### src/hw/rtl/tcfl_pkg.sv
// Package for the two-client first-come lock: payload structs, owner and
// request-kind codes, stamp width and the rest-timer constants.
// Depends on nothing; every other file of the block imports it.
package tcfl_pkg;

   // Width of the arrival stamps that are stored and compared.
   localparam int SEQ_BITS = 32;

   // Rest timer is Q4.16 seconds.
   localparam int REST_BITS = 20;
   localparam int DT_BITS   = 16;

   localparam logic [31:0] RNG_SEED     = 32'h4152_4254;
   localparam logic [31:0] RNG_ZERO_FIX = 32'h9E37_79B9;

   // Largest tick that is honored: 0.25 s in Q0.16.
   localparam logic [DT_BITS-1:0]   DT_MAX    = DT_BITS'(16384);
   // Base rest length: 10 s in Q4.16.
   localparam logic [REST_BITS-1:0] REST_BASE = REST_BITS'(10 << 16);

   typedef logic [SEQ_BITS-1:0] stamp_type;

   localparam stamp_type STAMP_NONE = '1;

   typedef enum logic [1:0] {
      OWN_NONE = 2'd0,
      OWN_A    = 2'd1,
      OWN_B    = 2'd2
   } owner_type;

   typedef enum logic [1:0] {
      KIND_COMMIT = 2'd0,
      KIND_TICK   = 2'd1,
      KIND_RESET  = 2'd2
   } kind_type;

   typedef struct packed {
      logic [1:0]         req_type;
      logic               a_request;
      logic               a_hold;
      logic               a_cancel;
      logic               a_release;
      logic               b_request;
      logic               b_hold;
      logic               b_cancel;
      logic               b_release;
      logic [31:0]        arrival_seq;
      logic [DT_BITS-1:0] tick_dt;
   } req_payload_type;

   typedef struct packed {
      logic [1:0] owner;
      logic       grace_active;
      logic       a_waiting;
      logic       b_waiting;
   } rsp_payload_type;

   // One step of the xorshift32 generator, with the zero guards on both sides.
   function automatic logic [31:0] rng_step(input logic [31:0] cur);
      logic [31:0] v;
      v = (cur == 32'd0) ? RNG_SEED : cur;
      v = v ^ (v << 13);
      v = v ^ (v >> 17);
      v = v ^ (v << 5);
      return (v == 32'd0) ? RNG_ZERO_FIX : v;
   endfunction

endpackage

### src/hw/rtl/tcfl_in_reg.sv
// Input register stage of the two-client lock: holds one accepted request.
// Depends on tcfl_pkg for the request payload struct.
module tcfl_in_reg
   import tcfl_pkg::*;
(
   input  logic            clock,
   input  logic            reset,
   input  logic            req_valid,
   output logic            req_ready,
   input  req_payload_type req_data,
   output logic            stage_valid,
   output req_payload_type stage_data,
   input  logic            stage_take
);

   logic            valid_ff;
   logic            valid_in;
   req_payload_type data_ff;

   // A slot is free when empty or when its request leaves in this cycle.
   assign req_ready = !valid_ff || stage_take;

   always_comb begin
      if (req_valid && req_ready) begin
         valid_in = 1'b1;
      end else if (stage_take) begin
         valid_in = 1'b0;
      end else begin
         valid_in = valid_ff;
      end
   end

   always_ff @(posedge clock) begin
      if (reset) begin
         valid_ff <= 1'b0;
      end else begin
         valid_ff <= valid_in;
      end
   end

   always_ff @(posedge clock) begin
      if (req_valid && req_ready) begin
         data_ff <= req_data;
      end
   end

   assign stage_valid = valid_ff;
   assign stage_data  = data_ff;

endmodule

### src/hw/rtl/tcfl_lock_core.sv
// Lock state and its combinational update: owner, pending stamps, rest timer
// and random generator. Depends on tcfl_pkg for codes, structs and rng_step.
module tcfl_lock_core
   import tcfl_pkg::*;
(
   input  logic            clock,
   input  logic            reset,
   input  logic            step_en,
   input  req_payload_type step_data,
   output rsp_payload_type step_rsp
);

   owner_type             holder_ff, holder_in;
   stamp_type             a_arrival_ff, a_arrival_in;
   stamp_type             b_arrival_ff, b_arrival_in;
   logic [REST_BITS-1:0]  rest_time_ff, rest_time_in;
   logic [31:0]           rng_word_ff, rng_word_in;

   logic [31:0]           rng_next;
   logic [REST_BITS-1:0]  rest_new;
   logic [DT_BITS-1:0]    dt_clamped;
   stamp_type             stamp;
   owner_type             h;
   stamp_type             pa, pb;
   logic [REST_BITS-1:0]  rt;
   logic [31:0]           rw;

   assign rng_next   = rng_step(rng_word_ff);
   assign rest_new   = REST_BASE + {2'b00, rng_next[15:0], 2'b00};
   assign dt_clamped = (step_data.tick_dt > DT_MAX) ? DT_MAX : step_data.tick_dt;
   assign stamp      = SEQ_BITS'(step_data.arrival_seq);

   always_comb begin
      h  = holder_ff;
      pa = a_arrival_ff;
      pb = b_arrival_ff;
      rt = rest_time_ff;
      rw = rng_word_ff;
      case (step_data.req_type)
         KIND_COMMIT: begin
            // Flags of A, then of B; at most one of them frees the lock.
            if (step_data.a_cancel || step_data.a_release) begin
               pa = STAMP_NONE;
            end
            if (h == OWN_A && (step_data.a_release || !step_data.a_hold)) begin
               pa = STAMP_NONE;
               h  = OWN_NONE;
               rt = rest_new;
               rw = rng_next;
            end
            if (step_data.b_cancel || step_data.b_release) begin
               pb = STAMP_NONE;
            end
            if (h == OWN_B && (step_data.b_release || !step_data.b_hold)) begin
               pb = STAMP_NONE;
               h  = OWN_NONE;
               rt = rest_new;
               rw = rng_next;
            end
            // New requests keep the oldest stamp; the owner's own is ignored.
            if (step_data.a_request && !step_data.a_cancel && !step_data.a_release
                && h != OWN_A && stamp < pa) begin
               pa = stamp;
            end
            if (step_data.b_request && !step_data.b_cancel && !step_data.b_release
                && h != OWN_B && stamp < pb) begin
               pb = stamp;
            end
            // Grant to the oldest request, A on a tie, unless resting.
            if (h == OWN_NONE && rt == '0 && !(pa == STAMP_NONE && pb == STAMP_NONE)) begin
               if (pa <= pb) begin
                  h  = OWN_A;
                  pa = STAMP_NONE;
               end else begin
                  h  = OWN_B;
                  pb = STAMP_NONE;
               end
            end
         end
         KIND_TICK: begin
            rt = (rt > REST_BITS'(dt_clamped)) ? rt - REST_BITS'(dt_clamped) : '0;
         end
         KIND_RESET: begin
            h  = OWN_NONE;
            pa = STAMP_NONE;
            pb = STAMP_NONE;
            rt = '0;
            rw = (rng_word_ff == 32'd0) ? RNG_SEED : rng_word_ff;
         end
         default: begin
         end
      endcase

      holder_in    = h;
      a_arrival_in = pa;
      b_arrival_in = pb;
      rest_time_in = rt;
      rng_word_in  = rw;

      step_rsp.owner        = h;
      step_rsp.grace_active = (rt != '0);
      step_rsp.a_waiting    = (pa != STAMP_NONE);
      step_rsp.b_waiting    = (pb != STAMP_NONE);
   end

   always_ff @(posedge clock) begin
      if (reset) begin
         holder_ff    <= OWN_NONE;
         a_arrival_ff <= STAMP_NONE;
         b_arrival_ff <= STAMP_NONE;
         rest_time_ff <= '0;
         rng_word_ff  <= RNG_SEED;
      end else if (step_en) begin
         holder_ff    <= holder_in;
         a_arrival_ff <= a_arrival_in;
         b_arrival_ff <= b_arrival_in;
         rest_time_ff <= rest_time_in;
         rng_word_ff  <= rng_word_in;
      end
   end

endmodule

### src/hw/rtl/tcfl_out_reg.sv
// Result register of the two-client lock: holds one result until taken.
// Depends on tcfl_pkg for the result payload struct.
module tcfl_out_reg
   import tcfl_pkg::*;
(
   input  logic            clock,
   input  logic            reset,
   input  logic            load,
   input  rsp_payload_type load_data,
   output logic            can_load,
   output logic            rsp_valid,
   input  logic            rsp_ready,
   output rsp_payload_type rsp_data
);

   logic            valid_ff;
   logic            valid_in;
   rsp_payload_type data_ff;

   assign can_load = !valid_ff || rsp_ready;

   always_comb begin
      if (load) begin
         valid_in = 1'b1;
      end else if (rsp_ready) begin
         valid_in = 1'b0;
      end else begin
         valid_in = valid_ff;
      end
   end

   always_ff @(posedge clock) begin
      if (reset) begin
         valid_ff <= 1'b0;
      end else begin
         valid_ff <= valid_in;
      end
   end

   always_ff @(posedge clock) begin
      if (load) begin
         data_ff <= load_data;
      end
   end

   assign rsp_valid = valid_ff;
   assign rsp_data  = data_ff;

endmodule

### src/hw/rtl/two_client_fcfs_lock_with_random_rest.sv
// Two-client first-come lock with a random rest period after each release.
// Path: the input register holds an accepted request, then the lock update is
// written into the result register together with the state. Throughput: one
// request per cycle unless results stall; the state update is the loop.
// Reset (synchronous, active high) empties both stages, clears the owner,
// pending requests and rest timer, and loads the generator seed.
module two_client_fcfs_lock_with_random_rest
   import tcfl_pkg::*;
(
   input  logic            clock,
   input  logic            reset,
   input  logic            req_valid,
   output logic            req_ready,
   input  req_payload_type req_data,
   output logic            rsp_valid,
   input  logic            rsp_ready,
   output rsp_payload_type rsp_data
);

   logic            stage_valid;
   req_payload_type stage_data;
   logic            stage_take;
   logic            out_can_load;
   rsp_payload_type step_rsp;

   // The registered request is applied to the lock state in the same cycle
   // that its result moves into the result register, so state and results
   // always advance together and a stalled result never loses an update.
   assign stage_take = stage_valid && out_can_load;

   tcfl_in_reg u_in_reg (
      .clock       (clock),
      .reset       (reset),
      .req_valid   (req_valid),
      .req_ready   (req_ready),
      .req_data    (req_data),
      .stage_valid (stage_valid),
      .stage_data  (stage_data),
      .stage_take  (stage_take)
   );

   // Commit, tick and reset requests all resolve in one pass of short logic:
   // two flag checks, two stamp minimums, one grant compare, one xorshift and
   // one clamped subtract.
   tcfl_lock_core u_lock_core (
      .clock     (clock),
      .reset     (reset),
      .step_en   (stage_take),
      .step_data (stage_data),
      .step_rsp  (step_rsp)
   );

   // The result register loads a new result in the same cycle that the old one is taken.
   tcfl_out_reg u_out_reg (
      .clock     (clock),
      .reset     (reset),
      .load      (stage_take),
      .load_data (step_rsp),
      .can_load  (out_can_load),
      .rsp_valid (rsp_valid),
      .rsp_ready (rsp_ready),
      .rsp_data  (rsp_data)
   );

endmodule

### config.mk
export PLATFORM = sky130hd
export DESIGN_NAME = two_client_fcfs_lock_with_random_rest
export DESIGN_NICKNAME = d
export VERILOG_FILES = /design/src/hw/rtl/tcfl_pkg.sv /design/src/hw/rtl/tcfl_in_reg.sv /design/src/hw/rtl/tcfl_lock_core.sv /design/src/hw/rtl/tcfl_out_reg.sv /design/src/hw/rtl/two_client_fcfs_lock_with_random_rest.sv
export SDC_FILE = /design/constraint.sdc
export NUM_CORES = 1
export LEC_CHECK = 0
export BUFFER_PORTS_ARGS = -buffer_cell sky130_fd_sc_hd__buf_2
export CELL_PAD_IN_SITES_DETAIL_PLACEMENT = 1
export CELL_PAD_IN_SITES_GLOBAL_PLACEMENT = 2
export CORE_MARGIN = 2
export CORE_UTILIZATION = 41
export CTS_CLUSTER_DIAMETER = 150
export DETAILED_ROUTE_END_ITERATION = 10
export GPL_TIMING_DRIVEN = 1
export PLACE_DENSITY = 0.9
export SYNTH_ARGS = -nofsm -noshare
export SYNTH_HDL_FRONTEND = slang
export SYNTH_SLANG_ARGS = --single-unit
### constraint.sdc
create_clock -name clock -period 14.2 [get_ports clock]
set_clock_uncertainty 0.1 [all_clocks]
set_input_delay 3.55 -clock clock [delete_from_list [all_inputs] [get_ports clock]]
set_output_delay 3.55 -clock clock [all_outputs]
set_load 0.005 [all_outputs]
Word level (Yosys, flattened, before mapping)
Cells that the tools add are included.

Latch bits: 0. Memory bits (read-only): 0. Output and inout bits: 7. Memories kept: 0. Memory bits (writable): 0. Bits in registers: 183.

Multiplexer cells: 38. Order comparisons: 5. Divide/modulo/power cells: 0. Bitwise logic cells: 3. Add/sub/neg operators: 2. Reduce and logical (&&, ||, !) cells: 40. Equal/unequal tests: 11. Shift-type cells: 0. Multiply operators: 0.

Operators with widths (number): 32-bit two-way mux (18); 32-bit one-hot mux with 2 select lines (3); 20-bit two-way mux (4); 32-bit == test, second input constant (2); 32-bit logical NOT (2); 32-bit < comparator (2); 32-bit inequality test, second input constant (2); 32-bit XOR (2); 20-bit one-hot mux with 3 select lines (1); 32-bit <= comparator (1); 32-bit by 15-bit XOR with 32-bit output (1); 20-bit by 18-bit adder with 20-bit output, first input constant (1); 20-bit by 16-bit greater-than comparator with 1-bit output (1); 20-bit logical NOT (1); 20-bit nonzero test (1); 20-bit by 16-bit subtractor with 20-bit output (1); 16-bit by 15-bit greater-than comparator with 1-bit output, second input constant (1); 16-bit two-way mux (1); 1-bit logical AND (15); 2-bit two-way mux (6); 1-bit logical NOT (9); 1-bit logical OR (6); 2-bit nonzero test (3); 2-bit by 1-bit == test with 1-bit output, second input constant (2); 8 further kinds (13).

Logic depth before layout (Yosys ltp)
Depth in word-level cells: 21. Mapped depth: 27. Gate-level depth less buffers: 21.

Hierarchy
From an unflattened synthesis, not the netlist that was laid out.

Cells, all modules: 1445. Area total of the unflattened synthesis: 12228.0 um^2.

Modules (own cells, without submodules): tcfl_lock_core (times used 1, cells an instance 1372, area an instance 10228.6 um^2, seq. area each 2362.3 um^2); tcfl_in_reg (times used 1, cells an instance 63, area an instance 1796.7 um^2, seq. area each 1761.7 um^2); tcfl_out_reg (times used 1, cells an instance 9, area an instance 196.4 um^2, seq. area each 170.2 um^2); two_client_fcfs_lock_with_random_rest (times used 1, cells an instance 1, area an instance 6.3 um^2, seq. area each 0.0 um^2).

Worst setup path before layout
Ideal clock, no wire load.

Path kind: input to output. Start: input port rsp_ready. End: output port req_ready. Setup slack: 6.734 ns. Stages on the path: 2. Path buffers: 0. Data required time: 10.550 ns. Arrival: 3.816 ns. Cells stage by stage: nor2b_1 nand2_1.

Cells in the longest elaborated chain, start to end: 3.

RTL lines: from (decl) (line two_client_fcfs_lock_with_random_rest.sv:16) `input logic rsp_ready,`; 1-bit logical OR (line tcfl_out_reg.sv:20) `assign can_load = !valid_ff || rsp_ready;`; 1-bit logical AND (line two_client_fcfs_lock_with_random_rest.sv:29) `assign stage_take = stage_valid && out_can_load;`; 1-bit logical OR (line tcfl_in_reg.sv:21) `assign req_ready = !valid_ff || stage_take;`; to (decl) (line two_client_fcfs_lock_with_random_rest.sv:13) `output logic req_ready,`.

Every way passes these cells.

Final worst setup path
Ends and elaborated chain as after synthesis.

==> impl_results.md <==
* Synth-to-Final Area Change at 9.44%
* Max-slew violations at 0
* CTS Sinks at ~180
* Worst-margin pin slew at about 1.0 ns
* Design area at between 10000 and 15000 µm²
* WP data required at approximately 11 ns
* Worst setup SP type: input port
* Crit path kind: input port to primary output
* Core Util, Final at between 40% and 50%
* Post-layout net count at between 1500 and 2000
* H-tree levels at 4
* Mapped Area at roughly 12000 µm²
* Top cell type by total area after synthesis: dfxtp_1
* Iter 0 DRT Violations at 630
* Worst Path Arrival at between 4 and 5 ns
* Synth cell count leaders: 213 x nor2_1, 142 x a21oi_1, 120 x dfxtp_1
* Ratio of cells with drive above 1 in the final layout at 11.1%
* Grt total ovfl at 0
* Largest fanout on the critical path at 4
* First-pass GRT wire length at approximately 61000 µm
* Final Power at 1.27 mW
* Num ports at 69
* Place WS at 6.47 ns
* Mean routed wirelength per cell at between 20 and 25 µm
* Core Region at between 20000 and 30000 µm²
* Slew margin rel. at a little under a third
* CTS Hold Buffers Added at 0
* Row count at 63
* Reg clk slew, reported paths at about 0.070 ns
* GPL Wtd Cong at between 0.8 and 0.9
* Placed Cells at around 1800
* Hold Slack at about 0.40 ns
* Antenna-violating nets left at 0
* Count leader, synth: nor2_1
* Syn_area_per_cell at 8.49 µm²
* Final worst path period need at approximately 7.7 ns
* Syn Nets at between 1500 and 2000
* CTS tree: done
* Setup TNS at 0 ns
* Synth area leaders: dfxtp_1 20%, edfxtp_1 15%, ha_1 11%, nor2_1 6.5%, a21oi_1 5.8%
* Die Ht at roughly 180 µm
* Slack of the critical path at about 6.5 ns
* Post-Layout Cell Count at between 1500 and 2000
* Antenna violations before repair at 0
* Die area at between 30000 and 40000 µm²
* Chip width at 177 µm
* Synth Flop Type: dfxtp_1
* Sequential area share after synthesis at a little over a third
* Antenna diode count at 0
* Fillers at between 3000 and 4000
* Yosys cell types at between 70 and 80
* Gr usage total at around 25%
* Clock Path Buffers at 2
* Remaining DRCs at 0
* Final setup viols at 0
* Leakage at around 5.3 nW
* Routed via count at approximately 11000
* Peak supply drop at 77.5 µV
* Power per cell area at roughly 95 nW/µm²
* Outcome: finished clean
* IO buf count at 68
* Post-synth EDFFs at 63
* YS warnings at 0
* Worst Setup End Kind: primary output
* 1st-pass router iterations at 5
* Post-cts resize count at 0
* Worst skew pair latency at between 0.4 and 0.5 ns
* Post-synth ARST share at 0%
* Root buf cell: clkbuf_16
* DP Area at 12900 µm²
* Fmax at ~130 MHz
* TritonCTS buffer count at 17
* Hold Vio Cnt, Final at 0
* Yosys top cell area share at about 20%
* Largest net degree at the start of global routing at 67
* Maxcap violations at 0
* Worst hold path type: flop to flop
* # Post-CTS Setup Buffers at 0
* DP Wirelength at 28500 µm
* Via density at slightly below 6
* Unrepaired setup endpoints after global routing: false
* Tcrit/Tclk final at between 50% and 60%
* Vias in the first global route at roughly 11000
* Syn Inst Count at around 1400
* Final WL at between 30000 and 40000 µm
* Initial Util at 41.6%
* #FFs+latches synth at 183
-- worst paths after layout --
kind	start	to	slack [ns]	depth (start not counted)
worst max register to register	u_lock_core.holder_ff[0]	u_lock_core.b_arrival_ff[0]	6.62	23
worst max-delay path	rsp_ready	req_ready	6.46	4
worst min-delay path	u_lock_core.rest_time_ff[0]	u_lock_core.rest_time_ff[0]	0.40	2
worst min register to register	u_lock_core.rest_time_ff[0]	u_lock_core.rest_time_ff[0]	0.40	2
-- layout by cell type (no fill, tap or decap), types with 44 or more instances in the layout --
cell type,instances
nor2_1,213
a21oi_1,142
dfxtp_1,120
nand2_1,113
ha_1,109
buf_2,68
edfxtp_1,63
o21ai_0,56
nor3_1,48
inv_1,45
nand4_1,44
-- worst max-delay path: stages --
cell     delay (ns)
buf_2          0.10
nor2b_1        0.21
nand2_1        0.10
buf_2          0.13
-- layer usage --
metal  track usage, %  wire length (µm)  vias up
met1             35.5             19100     5345
met5                0                 0        -
met3             4.06              1570       45
li1                 -                 -     5314
met4             7.51               701        0
met2             39.3             17200      211
-- registers in the layout (all words and copies together) (netlist names) --
name                      count
u_lock_core.a_arrival_ff     32
u_out_reg.rsp_data            5
u_lock_core.b_arrival_ff     32
u_in_reg.stage_data          58
u_out_reg.rsp_valid           1
u_in_reg.stage_valid          1
u_lock_core.holder_ff         2
u_lock_core.rest_time_ff     20
u_lock_core.rng_word_ff      32
-- report_power, final --
part | leakage, nW | internal (mW) | total (mW) | switching [mW]
Sequential | 1.59 | 0.560 | 0.583 | 0.0232
Clock | 0.289 | 0.267 | 0.487 | 0.220
Combinational | 3.41 | 0.0762 | 0.204 | 0.128
-- kinds of logic (layout without fill, tap and decap cells) --
family                     after synthesis  count (layout)  synth area share, %
adders and majority gates              110             110                 11.3
AOI/OAI and AO/OA                      352             352                 18.5
xor gates and xnor gates                84              84                 6.39
and+or+nand+nor                        557             557                 21.4
DFF                                    183             183                 34.9
muxes                                   35              35                 3.19
buffers and inverters                  126             158                 4.33
other                                    1               1               0.0305
-- final cells by class --
class	count	area [µm²]	area share, %
multi-input cells	1139	7490	55.6
flip-flops and latches	183	4290	31.9
clock buffers	22	497	3.69
well taps	390	488	3.62
repair buffers	81	438	3.25
inverters	45	169	1.25
clock inverters	10	87.6	0.651
Power figures use the tool's default switching activity.
